**src/sv/bablit_pkg.sv**
```systemverilog
package bablit_pkg;

  localparam int unsigned CH_W        = 8;
  localparam int unsigned ADDR_W      = 17;
  localparam int unsigned COLOR_W     = 16;
  localparam int unsigned CFG_IDX_W   = 3;
  localparam int unsigned CFG_DATA_W  = 16;
  localparam int unsigned S_TDATA_W   = 32;
  localparam int unsigned M_TDATA_W   = 40;
  localparam int unsigned CMP_W       = 11;
  localparam int unsigned BLEND_W     = 25;

  localparam logic [8:0] BMP_WIDTH_RST    = 9'd20;
  localparam logic [7:0] BMP_HEIGHT_RST   = 8'd20;
  localparam logic [8:0] GLOBAL_ALPHA_MAX = 9'd256;

  typedef enum logic [CFG_IDX_W-1:0] {
    CFG_POS_X            = 3'd0,
    CFG_POS_Y            = 3'd1,
    CFG_BMP_WIDTH        = 3'd2,
    CFG_BMP_HEIGHT       = 3'd3,
    CFG_BACKGROUND_COLOR = 3'd4,
    CFG_GLOBAL_ALPHA     = 3'd5
  } cfg_idx_e;

  typedef enum logic [2:0] {
    ST_IDLE = 3'b001,
    ST_MUL  = 3'b010,
    ST_SUM  = 3'b100
  } bablit_state_e;

  typedef struct packed {
    logic capture;
    logic mul;
    logic load;
  } bablit_cmd_t;

  typedef struct packed {
    logic out_free;
  } bablit_status_t;

endpackage

```
**src/sv/bitmap_alpha_blit_rgb565_core.sv**
```systemverilog
// Blits a BGRA8888 bitmap, one pixel per input beat in raster order, onto an RGB565
// framebuffer. Each pixel is weighted by its own alpha and the global alpha, blended over
// the background color, and sent out with its framebuffer address, an off-screen flag in
// tuser and the end of the rectangle in tlast. Each pixel is captured, passes the first
// multiply step, then is weighted, blended and loaded into the output register once that
// register is free, and no new pixel is taken before that load. A finished result waits
// in the output register while the next pixel is already being taken. Configuration
// writes belong between rectangles, when no pixel is in flight.
module bitmap_alpha_blit_rgb565_core #(
  parameter int unsigned SCREEN_WIDTH  = 320,
  parameter int unsigned SCREEN_HEIGHT = 240
) (
  input  logic                              clk_i,
  input  logic                              rst_ni,
  input  logic                              cfg_we_i,
  input  logic [bablit_pkg::CFG_IDX_W-1:0]  cfg_idx_i,
  input  logic [bablit_pkg::CFG_DATA_W-1:0] cfg_wdata_i,
  input  logic                              s_tvalid_i,
  output logic                              s_tready_o,
  // Fields from bit 0: blue_in, green_in, red_in, alpha_in.
  input  logic [bablit_pkg::S_TDATA_W-1:0]  s_tdata_i,
  output logic                              m_tvalid_o,
  input  logic                              m_tready_i,
  // Fields from bit 0: pixel_address, pixel_color, zero fill.
  output logic [bablit_pkg::M_TDATA_W-1:0]  m_tdata_o,
  // Fields from bit 0: off_screen.
  output logic                              m_tuser_o,
  output logic                              m_tlast_o
);

  bablit_pkg::bablit_cmd_t    cmd;
  bablit_pkg::bablit_status_t status;

  bablit_ctrl u_ctrl (
    .clk_i      (clk_i),
    .rst_ni     (rst_ni),
    .s_tvalid_i (s_tvalid_i),
    .s_tready_o (s_tready_o),
    .cmd_o      (cmd),
    .status_i   (status)
  );

  bablit_dp #(
    .SCREEN_WIDTH  (SCREEN_WIDTH),
    .SCREEN_HEIGHT (SCREEN_HEIGHT)
  ) u_dp (
    .clk_i       (clk_i),
    .rst_ni      (rst_ni),
    .cfg_we_i    (cfg_we_i),
    .cfg_idx_i   (cfg_idx_i),
    .cfg_wdata_i (cfg_wdata_i),
    .s_tdata_i   (s_tdata_i),
    .cmd_i       (cmd),
    .status_o    (status),
    .m_tvalid_o  (m_tvalid_o),
    .m_tready_i  (m_tready_i),
    .m_tdata_o   (m_tdata_o),
    .m_tuser_o   (m_tuser_o),
    .m_tlast_o   (m_tlast_o)
  );

endmodule

```
**src/sv/bablit_ctrl.sv**
```systemverilog
module bablit_ctrl (
  input  logic                       clk_i,
  input  logic                       rst_ni,
  input  logic                       s_tvalid_i,
  output logic                       s_tready_o,
  output bablit_pkg::bablit_cmd_t    cmd_o,
  input  bablit_pkg::bablit_status_t status_i
);

  bablit_pkg::bablit_state_e state_q, state_d;

  always_comb begin
    state_d      = state_q;
    cmd_o        = '0;
    s_tready_o   = 1'b0;
    case (state_q)
      bablit_pkg::ST_IDLE: begin
        s_tready_o    = 1'b1;
        cmd_o.capture = s_tvalid_i;
        if (s_tvalid_i) begin
          state_d = bablit_pkg::ST_MUL;
        end
      end
      bablit_pkg::ST_MUL: begin
        cmd_o.mul = 1'b1;
        state_d   = bablit_pkg::ST_SUM;
      end
      bablit_pkg::ST_SUM: begin
        if (status_i.out_free) begin
          cmd_o.load = 1'b1;
          state_d    = bablit_pkg::ST_IDLE;
        end
      end
      default: begin
        state_d = bablit_pkg::ST_IDLE;
      end
    endcase
  end

  always_ff @(posedge clk_i or negedge rst_ni) begin
    if (!rst_ni) begin
      state_q <= bablit_pkg::ST_IDLE;
    end else begin
      state_q <= state_d;
    end
  end

  a_capture_then_busy: assert property (@(posedge clk_i) disable iff (!rst_ni)
    cmd_o.capture |=> !s_tready_o)
    else $error("input taken again while a pixel is in flight");

  a_load_needs_room: assert property (@(posedge clk_i) disable iff (!rst_ni)
    cmd_o.load |-> status_i.out_free)
    else $error("output register loaded while still occupied");

  a_mul_follows_capture: assert property (@(posedge clk_i) disable iff (!rst_ni)
    cmd_o.mul |-> $past(cmd_o.capture))
    else $error("multiply step without a captured pixel");

endmodule

```
**src/sv/bablit_dp.sv**
```systemverilog
module bablit_dp #(
  parameter int unsigned SCREEN_WIDTH  = 320,
  parameter int unsigned SCREEN_HEIGHT = 240
) (
  input  logic                                  clk_i,
  input  logic                                  rst_ni,
  input  logic                                  cfg_we_i,
  input  logic [bablit_pkg::CFG_IDX_W-1:0]      cfg_idx_i,
  input  logic [bablit_pkg::CFG_DATA_W-1:0]     cfg_wdata_i,
  input  logic [bablit_pkg::S_TDATA_W-1:0]      s_tdata_i,
  input  bablit_pkg::bablit_cmd_t               cmd_i,
  output bablit_pkg::bablit_status_t            status_o,
  output logic                                  m_tvalid_o,
  input  logic                                  m_tready_i,
  output logic [bablit_pkg::M_TDATA_W-1:0]      m_tdata_o,
  output logic                                  m_tuser_o,
  output logic                                  m_tlast_o
);

  localparam int unsigned SW_BITS = $clog2(SCREEN_WIDTH + 1);
  localparam int unsigned PROD_W  = 9 + SW_BITS;
  localparam int unsigned SUM_W   = (PROD_W > bablit_pkg::ADDR_W) ? PROD_W + 1
                                                                  : bablit_pkg::ADDR_W + 1;
  localparam int unsigned PAD_W   = bablit_pkg::M_TDATA_W - bablit_pkg::ADDR_W
                                    - bablit_pkg::COLOR_W;

  logic [8:0]  pos_x_q, bmp_w_q, ga_q;
  logic [7:0]  pos_y_q, bmp_h_q;
  logic [15:0] bg_q;

  always_ff @(posedge clk_i or negedge rst_ni) begin
    if (!rst_ni) begin
      pos_x_q <= '0;
      pos_y_q <= '0;
      bmp_w_q <= bablit_pkg::BMP_WIDTH_RST;
      bmp_h_q <= bablit_pkg::BMP_HEIGHT_RST;
      bg_q    <= '0;
      ga_q    <= bablit_pkg::GLOBAL_ALPHA_MAX;
    end else if (cfg_we_i) begin
      case (bablit_pkg::cfg_idx_e'(cfg_idx_i))
        bablit_pkg::CFG_POS_X:            pos_x_q <= cfg_wdata_i[8:0];
        bablit_pkg::CFG_POS_Y:            pos_y_q <= cfg_wdata_i[7:0];
        bablit_pkg::CFG_BMP_WIDTH:        bmp_w_q <= cfg_wdata_i[8:0];
        bablit_pkg::CFG_BMP_HEIGHT:       bmp_h_q <= cfg_wdata_i[7:0];
        bablit_pkg::CFG_BACKGROUND_COLOR: bg_q    <= cfg_wdata_i;
        bablit_pkg::CFG_GLOBAL_ALPHA:     ga_q    <= cfg_wdata_i[8:0];
        default: begin
        end
      endcase
    end
  end

  // Rectangle walk and screen position of the pixel being taken.
  logic [8:0] col_q, col_d, w_eff;
  logic [7:0] row_q, row_d, h_eff;
  logic [9:0] col_inc, sx_d;
  logic [8:0] row_inc, sy_d;
  logic       col_wrap, row_wrap, last_d, off_d;

  always_comb begin
    w_eff    = (bmp_w_q == 9'd0) ? 9'd1 : bmp_w_q;
    h_eff    = (bmp_h_q == 8'd0) ? 8'd1 : bmp_h_q;
    col_inc  = {1'b0, col_q} + 10'd1;
    row_inc  = {1'b0, row_q} + 9'd1;
    col_wrap = col_inc >= {1'b0, w_eff};
    row_wrap = row_inc >= {1'b0, h_eff};
    last_d   = col_wrap && row_wrap;
    col_d    = col_wrap ? 9'd0 : col_inc[8:0];
    row_d    = col_wrap ? (row_wrap ? 8'd0 : row_inc[7:0]) : row_q;
    sx_d     = {1'b0, pos_x_q} + {1'b0, col_q};
    sy_d     = {1'b0, pos_y_q} + {1'b0, row_q};
    off_d    = ({1'b0, sx_d} >= bablit_pkg::CMP_W'(SCREEN_WIDTH))
            || ({2'b0, sy_d} >= bablit_pkg::CMP_W'(SCREEN_HEIGHT));
  end

  always_ff @(posedge clk_i or negedge rst_ni) begin
    if (!rst_ni) begin
      col_q <= '0;
      row_q <= '0;
    end else if (cmd_i.capture) begin
      col_q <= col_d;
      row_q <= row_d;
    end
  end

  // Captured pixel; channel 0 is blue, 1 green, 2 red.
  logic [2:0][7:0] src_q;
  logic [7:0]      alpha_q;
  logic [9:0]      sx_q;
  logic [8:0]      sy_q;
  logic            off_q, last_q;

  always_ff @(posedge clk_i) begin
    if (cmd_i.capture) begin
      src_q[0] <= s_tdata_i[7:0];
      src_q[1] <= s_tdata_i[15:8];
      src_q[2] <= s_tdata_i[23:16];
      alpha_q  <= s_tdata_i[31:24];
      sx_q     <= sx_d;
      sy_q     <= sy_d;
      off_q    <= off_d;
      last_q   <= last_d;
    end
  end

  // First multiply step: color times global alpha, background times inverse alpha,
  // and the row offset of the address.
  logic [8:0]       ga_sat, inv_a;
  logic [2:0][7:0]  bg8;
  logic [2:0][16:0] p1_q, bgp_q;
  logic [PROD_W-1:0] prod_q;

  always_comb begin
    ga_sat = ga_q[8] ? bablit_pkg::GLOBAL_ALPHA_MAX : ga_q;
    inv_a  = 9'd256 - {1'b0, alpha_q};
    bg8[0] = {bg_q[4:0], 3'b000};
    bg8[1] = {bg_q[10:5], 2'b00};
    bg8[2] = {bg_q[15:11], 3'b000};
  end

  always_ff @(posedge clk_i) begin
    if (cmd_i.mul) begin
      for (int c = 0; c < 3; c++) begin
        p1_q[c]  <= {9'b0, src_q[c]} * {8'b0, ga_sat};
        bgp_q[c] <= {9'b0, bg8[c]} * {8'b0, inv_a};
      end
      prod_q <= PROD_W'(sy_q) * PROD_W'(SCREEN_WIDTH);
    end
  end

  // Second multiply step: weight by pixel alpha, add the background and pack.
  logic [2:0][bablit_pkg::BLEND_W-1:0] sum;
  logic [bablit_pkg::COLOR_W-1:0]      color_d;
  logic [SUM_W-1:0]                    addr_sum;
  logic [bablit_pkg::ADDR_W-1:0]       addr_d;

  always_comb begin
    for (int c = 0; c < 3; c++) begin
      sum[c] = ({8'b0, p1_q[c]} * {17'b0, alpha_q}) + {bgp_q[c], 8'b0};
    end
    color_d  = {sum[2][23:19], sum[1][23:18], sum[0][23:19]};
    addr_sum = SUM_W'(prod_q) + SUM_W'(sx_q);
    addr_d   = off_q ? '0 : addr_sum[bablit_pkg::ADDR_W-1:0];
  end

  logic                           out_valid_q;
  logic [bablit_pkg::ADDR_W-1:0]  addr_q;
  logic [bablit_pkg::COLOR_W-1:0] color_q;
  logic                           off_out_q, last_out_q;

  always_ff @(posedge clk_i or negedge rst_ni) begin
    if (!rst_ni) begin
      out_valid_q <= 1'b0;
    end else if (cmd_i.load) begin
      out_valid_q <= 1'b1;
    end else if (m_tready_i) begin
      out_valid_q <= 1'b0;
    end
  end

  always_ff @(posedge clk_i) begin
    if (cmd_i.load) begin
      addr_q     <= addr_d;
      color_q    <= color_d;
      off_out_q  <= off_q;
      last_out_q <= last_q;
    end
  end

  assign status_o.out_free = !out_valid_q || m_tready_i;
  assign m_tvalid_o        = out_valid_q;
  assign m_tdata_o         = {{PAD_W{1'b0}}, color_q, addr_q};
  assign m_tuser_o         = off_out_q;
  assign m_tlast_o         = last_out_q;

  a_off_gives_zero_addr: assert property (@(posedge clk_i) disable iff (!rst_ni)
    (m_tvalid_o && m_tuser_o) |-> (m_tdata_o[bablit_pkg::ADDR_W-1:0] == '0))
    else $error("off-screen pixel carries a nonzero address");

  a_last_restarts_walk: assert property (@(posedge clk_i) disable iff (!rst_ni)
    (cmd_i.capture && last_d) |=> (col_q == '0 && row_q == '0))
    else $error("rectangle walk did not restart after the last pixel");

  a_load_shows_beat: assert property (@(posedge clk_i) disable iff (!rst_ni)
    cmd_i.load |=> m_tvalid_o)
    else $error("loaded result not offered");

endmodule

```
**config.mk**
```make
export PLATFORM = sky130hd
export DESIGN_NAME = bitmap_alpha_blit_rgb565_core
export DESIGN_NICKNAME = d
export VERILOG_FILES = /design/src/sv/bablit_pkg.sv /design/src/sv/bitmap_alpha_blit_rgb565_core.sv /design/src/sv/bablit_ctrl.sv /design/src/sv/bablit_dp.sv
export SDC_FILE = /design/constraint.sdc
export NUM_CORES = 2
export LEC_CHECK = 0
export BUFFER_PORTS_ARGS = -buffer_cell sky130_fd_sc_hd__buf_2
export CORE_ASPECT_RATIO = 1.1
export CORE_MARGIN = 8
export CORE_UTILIZATION = 50
export DETAILED_ROUTE_END_ITERATION = 12
export GPL_TIMING_DRIVEN = 0
export PLACE_DENSITY = 0.76
export SLEW_MARGIN = 40
export SYNTH_ARGS = -nofsm -noshare
export SYNTH_HDL_FRONTEND = slang
export SYNTH_SLANG_ARGS = --single-unit
```
**constraint.sdc**
```tcl
create_clock -name clk_i -period 5.3 [get_ports clk_i]
set_input_delay 0.265 -clock clk_i [delete_from_list [all_inputs] [get_ports clk_i]]
set_output_delay 0.265 -clock clk_i [all_outputs]
set_load 0.01 [all_outputs]
```
# Word level (Yosys, flattened, before mapping)
# Index checks and enable logic that the tools add are counted.
[totals]
register_bits = 270
output_inout_bits = 44
[op_classes]
n_reduce_logical = 16
n_mux = 15
multipliers = 10
magnitude_cmp = 4
eq_ne = 10
addsub = 9
[ops]
columns = ["op", "n"]
rows = [
  ["$add 24x24->24", 3],
  ["$mul 17x8->24", 3],
  ["$mul 8x9->17", 3],
  ["$mux 9", 3],
  ["$mul 5x9->13", 2],
  ["$add 17x10->17", 1],
  ["$mux 8", 2],
  ["$reduce_and 2->1", 8],
  ["$mul 6x9->14", 1],
  ["$mul 9x3->11 const B", 1],
  ["$add 9x1->10 const B", 1],
  ["$add 9x9->10", 1],
  ["$ge 10x9->1", 1],
  ["$ge 10x9->1 const B", 1],
  ["$add 8x1->9 const B", 1],
  ["$add 8x8->9", 1],
  ["$eq 3x2->1 const B", 3],
  ["$eq 3x3->1 const B", 3],
  ["$ge 9x8->1", 1],
  ["$ge 9x8->1 const B", 1],
  ["$logic_not 9->1", 1],
  ["$pmux 3 s3", 1],
  ["$sub 9x8->9 const A", 1],
  ["$logic_not 8->1", 1],
  ["other kinds (9)", 19],
]

# Longest topological paths before layout
[depth]
word_depth = 5
depth_mapped = 20

# By module
# A second synthesis with hierarchy kept.
[unflattened]
cells_unflattened = 3474
hier_area_um2 = 34834.7
[modules_own_cells]
columns = ["mod", "instances", "area_per_inst_um2", "cells_per_inst", "seq_area_each_um2"]
rows = [
  ["bablit_dp", 1, 34673.3, 3462, 7638.6],
  ["bablit_ctrl", 1, 161.4, 12, 76.3],
]

# Worst setup path before layout
# OpenSTA, ideal clock, no wires.
[synth_path]
kind = "reg2reg"
start = "register u_ctrl.state_q[2]"
end = "register u_dp.bgp_q[10] (netlist bit) (enable)"
n_path_buf = 0
setup_time_ps = 563
t_arrival_ps = 4782
path_slack_ps = -45
stages_incl_launch_ff = 3
cell_sequence = "dfrtp_1 -> nand2b_1 -> nor2_1"
[synth_via]
elab_chain_cells = 2
[synth_rtl]
columns = ["item", "line", "source"]
rows = [
  ["start: declaration", "bablit_ctrl.sv:10", "bablit_pkg::bablit_state_e state_q, state_d;"],
  ["start signal: assignment", "bablit_ctrl.sv:42", "state_q <= bablit_pkg::ST_IDLE;"],
  ["start signal: assignment", "bablit_ctrl.sv:44", "state_q <= state_d;"],
  ["$eq 3x2->1", "bablit_ctrl.sv:16", "case (state_q)"],
  ["$mux 1", "bablit_ctrl.sv:16", ""],
  ["end signal: indexed assignment", "bablit_dp.sv:125", "bgp_q[c] <= {9'b0, bg8[c]} * {8'b0, inv_a};"],
  ["end: declaration", "bablit_dp.sv:110", "logic [2:0][16:0] p1_q, bgp_q;"],
]
# No other way between the ends.
# A chain may end at the register's enable or synchronous reset.

# Worst setup path after layout
[layout_path]
start = "register u_dp.alpha_q[7]"
end = "register u_dp.color_q[4] (netlist bit) (data pin)"
[layout_via]
elab_chain_cells = 2
[layout_rtl]
columns = ["item", "line", "source"]
rows = [
  ["start: declaration", "bablit_dp.sv:88", "logic [7:0] alpha_q;"],
  ["start signal: assignment", "bablit_dp.sv:98", "alpha_q <= s_tdata_i[31:24];"],
  ["$mul 17x8->24", "bablit_dp.sv:139", "sum[c] = ({8'b0, p1_q[c]} * {17'b0, alpha_q}) + {bgp_q[c], 8'b0};"],
  ["$add 24x24->24", "bablit_dp.sv:139", ""],
  ["via u_dp.color_d (one bit)", "bablit_dp.sv:133", "logic [bablit_pkg::COLOR_W-1:0] color_d;"],
  ["end signal: assignment", "bablit_dp.sv:164", "color_q <= color_d;"],
  ["end: declaration", "bablit_dp.sv:148", "logic [bablit_pkg::COLOR_W-1:0] color_q;"],
]
# The timed path passes the listed nets, and every way through them passes these cells.

==> results.toml <==
[grt]
grt_pass1_wl_mm = 135.2
top_usage_layer = "met2"
antenna_found_initial = 2
use_met2 = 0.3818
grt.overflow.total = 0
use_met1 = 0.2647
met3_usage = 0.02994
grt_pass1_vias = 25950
grt_usage = 0.2159
grt_max_degree = 58

[setup_path]
critPathLaunchType = "flip-flop"
critPathMaxFanout = 10
crit_type = "flip-flop to flip-flop"
cp_data_required_time_ns = 5.65
cp-end-kind = "flip-flop"
critPathArrivalTime_ns = 5.56

[synth]
ys_ff_latch = 270
synth_edf_count = 190
yosysWarnings = 0
seq_area_frac_synth = 0.2218
netlist_top_cells_count = "730 x inv_1, 569 x and2_1, 499 x fa_1"
synth_top_cell_by_area = "fa_1"
syn_area_um2 = 34780
synth_area_leaders = "fa_1 29%, edfxtp_1 16%, ha_1 13%, and2_1 10%, inv_1 7.9%"
synth_cell_types = 69
avgSynthCellArea_um2 = 9.965
async_flop_share = 0.2963
synth_most_common_cell = "inv_1"
synth_ff_type = "edfxtp_1"
syn-instance-count = 3490
synth_top_area_share = 0.2872

[cells_and_area]
syn_to_final_growth_pct = 12.26
nets = 4624
drive_gt1_frac = 0.1051
finish.instance_area_um2 = 39040

[clock_network]
clk_pin_slew_worst_paths_ns = 0.06
htreeDepth = 1
clock-sinks = 270
cts_buffers = 31
cts-root-buf = "clkbuf_16"
clk-insertion-delay-late_ns = 0.62
cts_tree = "built"
cts_buffer_depth = 3

[floorplan]
die_y_um = 292.6
floorplan.initialDensity = 0.5040
die_x_um = 267.5
rows = 101
io_pins = 100
die_area_um2 = 78260
core_um2 = 69000

[sta]
worst_pin_slew_ns = 0.8336
rsz0062_at_grt = "true"
setup_viol = 0
max_slew_margin = 0.4403
finalCriticalPeriod_ns = 5.219
period_share = 0.9847
slew_violations = 0
fmax_mhz = 191.6
hold_viol = 0
finalClockSkew_ns = 0.02213

[placed_design]
dp_hpwl_mm = 66.33
place_congestion = 0.9144
numPortBuffers = 91
post_dp_cell_area_um2 = 36650

[routing]
first_pass_iters = 5
finalWirelength_mm = 83.70
drc = 0
wl_per_cell_um = 17.97
vias_per_cell = 5.258
vias = 24490
ant_nets = 0
drt_iter0_markers = 1385

[flow_run]
maxCapViolations = 0

[hold_path]
hold_class = "input port to flip-flop"

[outcome]
status = "finished clean"
[worst paths after layout]
path / startpoint / slack, ns / endpoint / cells past startpoint
min reg2reg: u_dp.last_q / 0.42 / u_dp.m_tlast_o / 0
max reg2reg: u_dp.alpha_q[7] / 0.08 / u_dp.color_q[4] / 17
min: cfg_wdata_i[0] / 0.04 / u_dp.bmp_w_q[0] / 2
min in group asynchronous: rst_ni / 0.07 / u_ctrl.state_q[1] / 2
max in group asynchronous: rst_ni / 4.66 / u_dp.bmp_w_q[4] / 3
max: u_dp.alpha_q[7] / 0.08 / u_dp.color_q[4] / 17
[timing repair]
item / in CTS / in global routing
pin swaps: 1 / 32
setup buffers: 20 / 20
cloned: 0 / 0
hold buffers: 48 / 0
endpoints found under the setup margin: 48 / 28
gates resized for setup: 100 / 137
hold endpoints to repair: 126 / 0
[stage by stage]
| stage | worst slack (ns) | utilization | hold slack, ns | TNS [ns] | cells |
|---|---|---|---|---|---|
| floorplan | 0.2447 | - | -0.03059 | 0 | 3496 |
| global placement | -1.133 | 0.5278 | 0.4076 | -23.03 | 4514 |
| detailed placement | -1.191 | 0.5312 | 0.1348 | -24.36 | 4524 |
| CTS | -0.05763 | 0.5587 | 0.01095 | -0.05763 | 4641 |
| global route | -0.04693 | 0.5658 | 0.02023 | -0.1961 | 4658 |
| finish | 0.08110 | 0.5658 | 0.03784 | 0 | 4658 |
[per-layer routing]
metal	wire (um)	vias up	share of wire
li1	-	11280	-
met1	32560	12290	0.39
met2	42210	722	0.50
met3	5465	198	0.065
met4	3453	2	0.041
met5	14	-	0.00017
[cell usage in the layout (no fill, tap or decap), drive strengths merged, types with 12 or more instances in the layout]
| cell | instances |
|---|---|
| inv | 739 |
| and2 | 569 |
| fa | 499 |
| ha | 364 |
| nand2 | 251 |
| edfxtp | 190 |
| buf | 177 |
| xnor2 | 98 |
| clkbuf | 92 |
| nor2 | 91 |
| a21oi | 76 |
| dfrtp | 74 |
| o21ai | 67 |
| mux2 | 50 |
| dlygate4sd3 | 48 |
| xor2 | 37 |
| nor2b | 32 |
| nand3 | 28 |
| a21o | 27 |
| nand2b | 18 |
| o21a | 17 |
| nor3 | 16 |
| and3 | 13 |
| o21bai | 12 |
| a211oi | 12 |
[layout make-up]
class	instances	area [um2]
Buffer	91	620.6
Sequential cell	270	7715
Multi-Input combinational cell	2392	24290
Clock buffer	37	850.8
Fill cell	5884	29960
Timing Repair Buffer	189	1468
Clock inverter	21	197.7
Inverter	730	2740
Antenna cell	1	2.502
Tap cell	927	1160
[worst max-delay path, stage by stage (launching register included)]
cell and delay, ns:
edfxtp_1 0.54, buf_8 0.23, clkbuf_8 0.20, and2_1 0.17, fa_1 0.51, fa_1 0.44, fa_1 0.53, inv_1 0.06
fa_1 0.50, inv_1 0.05, ha_1 0.31, a21oi_1 0.16, o21ai_1 0.11, a22o_1 0.19, a311o_1 0.34, or3_4 0.36
a31oi_4 0.17, xnor2_1 0.07
[sequential cells by signal, indices dropped and copies added (netlist names), 3 cells and up]
register / cells
u_dp.bmp_h_q: 8
u_dp.sx_q: 10
u_dp.addr_q: 17
u_ctrl.state_q: 3
u_dp.bmp_w_q: 9
u_dp.bg_q: 16
u_dp.prod_q: 11
u_dp.alpha_q: 8
u_dp.color_q: 16
u_dp.bgp_q: 40
u_dp.pos_y_q: 8
u_dp.row_q: 8
u_dp.pos_x_q: 9
u_dp.src_q: 24
u_dp.ga_q: 9
u_dp.p1_q: 51
u_dp.sy_q: 9
u_dp.col_q: 9
[logic make-up (layout without fill, tap and decap cells)]
group	count (synthesis)	after routing	synth area share
and+or+nand+nor	1048	1048	0.1633
adders and majority gates	863	863	0.4182
buffers and inverters	834	1068	0.09098
AOI/OAI and AO/OA	283	283	0.05368
DFF	270	270	0.2218
xor gates and xnor gates	135	135	0.03400
muxes	56	56	0.01792
other	1	8	0.0001078
Power is not shown: default switching activity piles up to over one toggle a cycle in this logic, so the estimate is an artifact.
